## src/sv/assert_macros.svh

```systemverilog
// assertion helpers shared by the front and queue rtl modules
`ifndef ASSERT_MACROS_SVH
`define ASSERT_MACROS_SVH

// property must hold at every clock edge outside reset
`define ASSERT_CLK(label, prop, msg) \
  label: assert property (@(posedge clk) disable iff (rst) (prop)) else $error(msg);

// property must never hold at a clock edge outside reset
`define ASSERT_NEVER(label, prop, msg) \
  label: assert property (@(posedge clk) disable iff (rst) !(prop)) else $error(msg);

`endif

```

## src/sv/u2a_pkg.sv

```systemverilog
// ----------------------------------------------------------------------------
// u2a_pkg
// Shared types, constants and the glyph table of the UTF-8 to ASCII mapper.
// ----------------------------------------------------------------------------
`timescale 1ns / 1ps

package u2a_pkg;

  localparam int CODE_W      = 21;
  localparam int QUEUE_DEPTH = 2;

  // input request: one raw byte of a line
  typedef struct packed {
    logic [7:0] in_byte;
    logic       line_end;
  } in_item_t;

  // output request: one ASCII glyph
  typedef struct packed {
    logic [6:0] glyph;
    logic       glyph_last;
  } out_item_t;

  // decoded character handed from the front to the back
  typedef struct packed {
    logic              is_ascii;
    logic [CODE_W-1:0] code;
    logic              last;
  } code_item_t;

  localparam logic [7:0] LEAD_MIN   = 8'h80;
  localparam logic [7:0] LEAD3_MIN  = 8'hE0;
  localparam logic [7:0] LEAD4_MIN  = 8'hF0;
  localparam logic [7:0] MASK_LEN2  = 8'h7F >> 2;
  localparam logic [7:0] MASK_LEN3  = 8'h7F >> 3;
  localparam logic [7:0] MASK_LEN4  = 8'h7F >> 4;
  localparam logic [CODE_W-1:0] BOX_JOIN_LO = 21'h0250C;
  localparam logic [CODE_W-1:0] BOX_JOIN_HI = 21'h0256C;

  // look-alike table for a finished code point
  function automatic logic [6:0] map_code(input logic [CODE_W-1:0] c);
    logic [6:0] g;
    case (c)
      21'h02591: g = 7'h2E;
      21'h02592: g = 7'h3A;
      21'h02593, 21'h02588: g = 7'h23;
      21'h02571: g = 7'h2F;
      21'h02572: g = 7'h5C;
      21'h02502, 21'h02503, 21'h02551: g = 7'h7C;
      21'h02500, 21'h02501, 21'h02550, 21'h02014, 21'h02013: g = 7'h2D;
      21'h000B7, 21'h02022, 21'h02027: g = 7'h2E;
      21'h02018, 21'h02019: g = 7'h27;
      21'h0201C, 21'h0201D: g = 7'h22;
      default: begin
        if (c inside {[BOX_JOIN_LO:BOX_JOIN_HI]}) g = 7'h2B;
        else g = 7'h20;
      end
    endcase
    return g;
  endfunction

endpackage

```

## src/sv/u2a_front.sv

```systemverilog
// ----------------------------------------------------------------------------
// u2a_front
// Accepts bytes, tracks the pending UTF-8 sequence and pushes each
// finished character (or a partial one cut by a line end) into the queue.
// ----------------------------------------------------------------------------
`timescale 1ns / 1ps
`include "assert_macros.svh"

module u2a_front (
  input  logic                clk,
  input  logic                rst,
  input  logic                in_valid,
  output logic                in_ready,
  input  u2a_pkg::in_item_t   in_data,
  input  logic                push_ready,
  output logic                push,
  output u2a_pkg::code_item_t push_data
);
  import u2a_pkg::*;

  logic [1:0]        bytes_pending;
  logic [CODE_W-1:0] code_accum;
  logic [1:0]        bytes_pending_next;
  logic [CODE_W-1:0] code_accum_next;
  logic              emit;
  logic              accept;

  assign in_ready = push_ready;
  assign accept   = in_valid && in_ready;

  // decode step for one byte
  always_comb begin
    bytes_pending_next = bytes_pending;
    code_accum_next    = code_accum;
    emit               = 1'b0;
    push_data.is_ascii = 1'b0;
    push_data.last     = in_data.line_end;
    if (bytes_pending == 2'd0) begin
      if (in_data.in_byte < LEAD_MIN) begin
        emit               = 1'b1;
        push_data.is_ascii = 1'b1;
        code_accum_next    = {{(CODE_W-8){1'b0}}, in_data.in_byte};
      end else begin
        if (in_data.in_byte >= LEAD4_MIN) begin
          code_accum_next    = {{(CODE_W-8){1'b0}}, in_data.in_byte & MASK_LEN4};
          bytes_pending_next = 2'd3;
        end else if (in_data.in_byte >= LEAD3_MIN) begin
          code_accum_next    = {{(CODE_W-8){1'b0}}, in_data.in_byte & MASK_LEN3};
          bytes_pending_next = 2'd2;
        end else begin
          code_accum_next    = {{(CODE_W-8){1'b0}}, in_data.in_byte & MASK_LEN2};
          bytes_pending_next = 2'd1;
        end
        emit = in_data.line_end;
      end
    end else begin
      code_accum_next    = {code_accum[CODE_W-7:0], in_data.in_byte[5:0]};
      bytes_pending_next = bytes_pending - 2'd1;
      emit               = (bytes_pending_next == 2'd0) || in_data.line_end;
    end
    push_data.code = code_accum_next;
  end

  assign push = accept && emit;

  // sequence state
  always_ff @(posedge clk) begin
    if (rst) begin
      bytes_pending <= 2'd0;
      code_accum    <= '0;
    end else if (accept) begin
      if (emit) begin
        bytes_pending <= 2'd0;
        code_accum    <= '0;
      end else begin
        bytes_pending <= bytes_pending_next;
        code_accum    <= code_accum_next;
      end
    end
  end

  `ASSERT_CLK(a_line_end_clears, accept && in_data.line_end |=> bytes_pending == 2'd0 && code_accum == '0, "state not cleared after line end")
  `ASSERT_CLK(a_push_needs_accept, push |-> accept && push_ready, "push without accepted byte")
  `ASSERT_CLK(a_ascii_passes, accept && bytes_pending == 2'd0 && !in_data.in_byte[7] |-> push && push_data.is_ascii, "ascii byte not passed")

endmodule

```

## src/sv/u2a_fifo.sv

```systemverilog
// ----------------------------------------------------------------------------
// u2a_fifo
// Short queue of decoded characters between the front and the back.
// ----------------------------------------------------------------------------
`timescale 1ns / 1ps
`include "assert_macros.svh"

module u2a_fifo #(
  parameter int DEPTH = u2a_pkg::QUEUE_DEPTH
) (
  input  logic                clk,
  input  logic                rst,
  input  logic                push,
  output logic                push_ready,
  input  u2a_pkg::code_item_t push_data,
  input  logic                pop,
  output logic                pop_valid,
  output u2a_pkg::code_item_t pop_data
);
  import u2a_pkg::*;

  localparam int PTR_W = (DEPTH > 1) ? $clog2(DEPTH) : 1;
  localparam int CNT_W = $clog2(DEPTH + 1);

  code_item_t       mem [DEPTH];
  logic [PTR_W-1:0] wr_ptr;
  logic [PTR_W-1:0] rd_ptr;
  logic [CNT_W-1:0] count;

  assign push_ready = (count != CNT_W'(DEPTH));
  assign pop_valid  = (count != '0);
  assign pop_data   = mem[rd_ptr];

  // storage
  always_ff @(posedge clk) begin
    if (push) begin
      mem[wr_ptr] <= push_data;
    end
  end

  // pointers and fill count
  always_ff @(posedge clk) begin
    if (rst) begin
      wr_ptr <= '0;
      rd_ptr <= '0;
      count  <= '0;
    end else begin
      if (push) begin
        wr_ptr <= (wr_ptr == PTR_W'(DEPTH - 1)) ? '0 : wr_ptr + 1'b1;
      end
      if (pop) begin
        rd_ptr <= (rd_ptr == PTR_W'(DEPTH - 1)) ? '0 : rd_ptr + 1'b1;
      end
      if (push && !pop) begin
        count <= count + 1'b1;
      end else if (pop && !push) begin
        count <= count - 1'b1;
      end
    end
  end

  `ASSERT_CLK(a_count_bound, count <= CNT_W'(DEPTH), "queue count over depth")
  `ASSERT_NEVER(a_pop_empty, pop && count == '0, "pop from empty queue")
  `ASSERT_CLK(a_count_up, push && !pop |=> count == $past(count) + 1'b1, "count did not advance")

endmodule

```

## src/sv/u2a_back.sv

```systemverilog
// ----------------------------------------------------------------------------
// u2a_back
// Maps decoded characters to ASCII glyphs and holds them in the output
// register until taken.
// ----------------------------------------------------------------------------
`timescale 1ns / 1ps

module u2a_back (
  input  logic                 clk,
  input  logic                 rst,
  input  logic                 pop_valid,
  input  u2a_pkg::code_item_t  pop_data,
  output logic                 pop,
  output logic                 out_valid,
  input  logic                 out_ready,
  output u2a_pkg::out_item_t   out_data
);
  import u2a_pkg::*;

  logic [6:0] glyph_next;

  assign pop = pop_valid && (!out_valid || out_ready);

  // glyph lookup
  always_comb begin
    if (pop_data.is_ascii) glyph_next = pop_data.code[6:0];
    else glyph_next = map_code(pop_data.code);
  end

  // output register
  always_ff @(posedge clk) begin
    if (rst) begin
      out_valid <= 1'b0;
    end else if (pop) begin
      out_valid <= 1'b1;
    end else if (out_ready) begin
      out_valid <= 1'b0;
    end
  end

  always_ff @(posedge clk) begin
    if (pop) begin
      out_data.glyph      <= glyph_next;
      out_data.glyph_last <= pop_data.last;
    end
  end

endmodule

```

## src/sv/utf8_to_ascii_glyph_mapper.sv

```systemverilog
// a character's glyph passes through a queue entry and then the output register before out_valid
// throughput: one byte per cycle, one glyph per cycle while the output is taken, set by the single-byte decode step
// ready drops only when the two-entry queue is full because the output is stalled
// reset: synchronous, active high; clears the pending sequence, queue and output valid
// no clearing pass; the block takes bytes in the cycle after reset
// ----------------------------------------------------------------------------
// utf8_to_ascii_glyph_mapper
// Decodes a UTF-8 byte stream and gives one ASCII look-alike per character.
// ----------------------------------------------------------------------------
`timescale 1ns / 1ps

module utf8_to_ascii_glyph_mapper #(
  parameter int QUEUE_DEPTH = u2a_pkg::QUEUE_DEPTH
) (
  input  logic               clk,
  input  logic               rst,
  input  logic               in_valid,
  output logic               in_ready,
  input  u2a_pkg::in_item_t  in_data,
  output logic               out_valid,
  input  logic               out_ready,
  output u2a_pkg::out_item_t out_data
);
  import u2a_pkg::*;

  logic       push;
  logic       push_ready;
  code_item_t push_data;
  logic       pop;
  logic       pop_valid;
  code_item_t pop_data;

  // byte decode
  u2a_front u_front (
    .clk        (clk),
    .rst        (rst),
    .in_valid   (in_valid),
    .in_ready   (in_ready),
    .in_data    (in_data),
    .push_ready (push_ready),
    .push       (push),
    .push_data  (push_data)
  );

  // character queue
  u2a_fifo #(
    .DEPTH (QUEUE_DEPTH)
  ) u_fifo (
    .clk        (clk),
    .rst        (rst),
    .push       (push),
    .push_ready (push_ready),
    .push_data  (push_data),
    .pop        (pop),
    .pop_valid  (pop_valid),
    .pop_data   (pop_data)
  );

  // glyph mapping and output
  u2a_back u_back (
    .clk       (clk),
    .rst       (rst),
    .pop_valid (pop_valid),
    .pop_data  (pop_data),
    .pop       (pop),
    .out_valid (out_valid),
    .out_ready (out_ready),
    .out_data  (out_data)
  );

endmodule
```

## config.mk

```make
export PLATFORM = sky130hd
export DESIGN_NAME = utf8_to_ascii_glyph_mapper
export DESIGN_NICKNAME = d
export VERILOG_FILES = /design/src/sv/u2a_pkg.sv /design/src/sv/u2a_front.sv /design/src/sv/u2a_fifo.sv /design/src/sv/u2a_back.sv /design/src/sv/utf8_to_ascii_glyph_mapper.sv
export VERILOG_INCLUDE_DIRS = /design/src /design/src/sv
export SDC_FILE = /design/constraint.sdc
export NUM_CORES = 1
export LEC_CHECK = 0
export BUFFER_PORTS_ARGS = -buffer_cell sky130_fd_sc_hd__buf_4
export CAP_MARGIN = 20
export CORE_UTILIZATION = 59
export DETAILED_ROUTE_END_ITERATION = 10
export PLACE_DENSITY = 0.78
export RECOVER_POWER = 50
export SKIP_LAST_GASP = 1
export SYNTH_ARGS = -nofsm -noshare
export SYNTH_HDL_FRONTEND = slang
export SYNTH_SLANG_ARGS = --single-unit
```

## constraint.sdc

```tcl
create_clock -name clk -period 3.8 [get_ports clk]
set_input_delay 0.38 -clock clk [delete_from_list [all_inputs] [get_ports clk]]
set_output_delay 0.38 -clock clk [all_outputs]
set_load 0.02 [all_outputs]
```

==> results.py <==
metrics = {
    "synthesis": {
        "yosys.area.top_type": "edfxtp_1",
        "ys_seq_area_share_pct": 55.2,
        "synth_area_um2": 3770,
        "yosysWarnings": 0,
        "syn-mean-instance-area_um2": 10.9,
        "synth_edf_count": 54,
        "synth_flop_cell": "edfxtp_1",
        "synthCells": 346,
        "synthDominantCellAreaShare_pct": 43.0,
        "synthDistinctLibCells": 64,
        "synthTopCellsByCount": "edfxtp_1 (54), nor2_1 (40), nand2_1 (25)",
        "async_reset_ff_share_pct": 0,
        "post-synth-top-count-cell": "edfxtp_1",
        "synth.net_count": 360,
        "ys_seq_elements": 77,
        "ys_top_cells_by_area": "edfxtp_1 (43%), dfxtp_1 (12%), nor2_1 (4.0%)",
    },
    "power": {
        "p_leak_uw": 0.00133,
        "intPower_uw": 1560,
        "switching_share_pct": 36.3,
        "power.density_nw_per_um2": 595,
        "clock_power_share_pct": 24.3,
        "switchingPower_uw": 890,
        "ir_worst_vdd_mv": 0.512,
        "p_seq_share_pct": 48.6,
        "combPwrFrac_pct": 27.1,
    },
    "finish": {
        "nFillCells": 477,
        "area_delta_synth_final_pct": 9.15,
        "multi_input_comb_area_um2": 1610,
        "seqCellArea_um2": 2080,
        "fin_nets": 383,
        "design_area_um2": 4120,
        "drive_above_1_share_pct": 12.6,
        "num_antenna_cells": 0,
        "instances_no_fill": 449,
    },
    "cts": {
        "cts_tree": "yes",
        "cts_resized": 0,
        "cts_buffers": 9,
        "cts_setup_buffers": 0,
        "clock_insertion_delay_worst_skew_ns": 0.36,
        "holdBufCountCts": 0,
        "path_clk_slew_ns": 0.09,
        "clock_sinks": 77,
        "htree_levels": 3,
        "clk_path_buf_depth": 2,
        "cts-root-buf": "clkbuf_8",
    },
    "die": {
        "dieWidth_um": 82.0,
        "core_area_um2": 6060,
        "die_y_um": 82.0,
        "die_area_um2": 6720,
        "num_rows": 28,
        "ios": 23,
        "start_util_pct": 62.2,
    },
    "grt": {
        "grt_max_degree": 53,
        "antenna_found_initial": 0,
        "grt_use_total_pct": 26.3,
        "grt_overflow": 0,
        "grt_pass1_vias": 2532,
        "grt_pass1_wl_mm": 12.8,
    },
    "place": {
        "gp_congestion": 0.974,
        "post_dp_cell_area_um2": 3980,
        "place.detailed.hpwl_mm": 5.82,
        "place_inst": 433,
        "port_buffers": 22,
        "dp_slack_ns": 0.835,
    },
    "worst_setup_path": {
        "path_class": "reg2reg",
        "cp-end-kind": "register",
        "critPathCapture": "u_back.out_data[2]",
        "start_kind": "register",
        "crit_path_max_fanout": 52,
        "reg2regPathDepth": 7,
        "rr_endpoint": "u_back.out_data[2]",
        "crit_arrival_ns": 3.12,
        "worstPathRequired_ns": 3.92,
        "regToRegSetupSlack_ns": 0.80,
    },
    "drt": {
        "drt-pass1-iter-count": 5,
        "vias": 2851,
        "drc": 0,
        "first_iter_violations": 246,
        "drt.antenna.violating_nets": 0,
        "routed_wl_mm": 8.10,
        "wire_per_inst_um": 18.0,
        "vias_per_cell": 6.35,
    },
    "timing": {
        "hold_viol": 0,
        "slew-limit-headroom_pct": 34.6,
        "tns_ns": 0,
        "drv_slew": 0,
        "rsz0062_at_grt": "no",
        "fmax_mhz": 333,
        "tightest_slew_ns": 0.981,
        "period_needed_ns": 3.00,
        "fin_crit_sh_pct": 79.0,
        "worst_slack_ns": 0.796,
        "fin_worst_skew_ns": 0.00926,
        "setup_viol": 0,
    },
    "min_path": {
        "min_path_type": "in2reg",
        "hold_depth": 1,
    },
    "run": {
        "max-cap-violations": 0,
    },
    "run_status": {
        "outcome": "complete, no violations",
    },
}
-- final cells by class --
class | count | share of cell area, %
inverters | 2 | 0.182
well taps | 75 | 2.28
clock inverters | 7 | 1.61
multi-input cells | 254 | 39.0
repair buffers | 25 | 3.28
flip-flops and latches | 77 | 50.6
clock buffers | 9 | 3.01
-- through the flow --
step | total power (uW) | utilization, % | hold WS (ns)
floorplan | 1730 | - | 0.421
global placement | 1890 | 65.7 | 0.434
detailed placement | 1900 | 65.7 | 0.441
CTS | 2490 | 68.8 | 0.211
global route | 2580 | 67.9 | 0.277
finish | 2450 | 67.9 | 0.287
-- layer usage --
layer / wire (um) / GRT usage, %
met1: 3690 / 35.5
met2: 3820 / 39.9
met3: 429 / 7.00
met4: 167 / 11.2
met5: 0 / 0
-- flip-flops by register name (all words and copies together), names as in the netlist, named ones only --
signal                 cells
u_fifo.mem                46
u_back.out_valid           1
u_fifo.rd_ptr              1
u_front.code_accum        15
u_fifo.count               2
u_front.bytes_pending      2
u_back.out_data            8
u_fifo.wr_ptr              1
-- critical path, cell delays in order (launching register included) --
cell and delay, ns:
dfxtp_2 0.98, mux2i_1 0.36, or3_1 0.43, a2111oi_0 0.42
o21ai_1 0.21, o211ai_2 0.13, or3_4 0.17, o21ai_1 0.06
-- worst min path at each step --
stage                                   endpoint  slack (ns)                    from
after floorplan           u_front.code_accum[14]        0.42  u_front.code_accum[14]
after global placement     u_front.code_accum[9]        0.43   u_front.code_accum[9]
after detailed placement  u_front.code_accum[14]        0.44  u_front.code_accum[14]
after CTS                       u_fifo.mem[0][1]        0.21              in_data[1]
after global routing            u_fifo.mem[1][1]        0.28              in_data[1]
final                           u_fifo.mem[0][1]        0.29              in_data[1]
-- logic make-up (layout without fill, tap and decap cells) --
logic type	Yosys count	after routing	share of synthesized area (%)
and+or+nand+nor	163	163	24.2
DFF	77	77	55.2
AOI/OAI and AO/OA	71	71	12.7
muxes	15	15	4.31
buffers and inverters	15	43	2.32
xor gates and xnor gates	4	4	0.929
adders and majority gates	1	1	0.332
-- placed cells by master, fill, tap and decap left out, types with 3 or more instances in the layout --
cell / n
nand2b_1: 3
or3_1: 4
nor3_1: 13
and3b_1: 3
nor3b_1: 9
nor2_1: 40
nor2b_1: 17
buf_4: 11
nor4_1: 5
o21ai_0: 8
clkbuf_1: 14
inv_6: 3
mux2i_1: 8
edfxtp_1: 54
nand2_1: 25
dfxtp_1: 22
and2_1: 3
mux2_2: 6
a22oi_1: 6
o22ai_1: 6
clkbuf_8: 9
nand3b_1: 6
nor4b_1: 3
a21oi_1: 24
nand3_1: 14
-- power by group through the flow --
stage | sequential, uW | clock [uW] | combinational [uW]
final | 1190 | 595 | 665
after global routing | 1220 | 637 | 728
after CTS | 1190 | 605 | 695
after detailed placement | 1210 | 0 | 691
after global placement | 1210 | 0 | 685
after floorplan | 1170 | 0 | 553
Note: power is estimated with default switching activity, not from simulation.
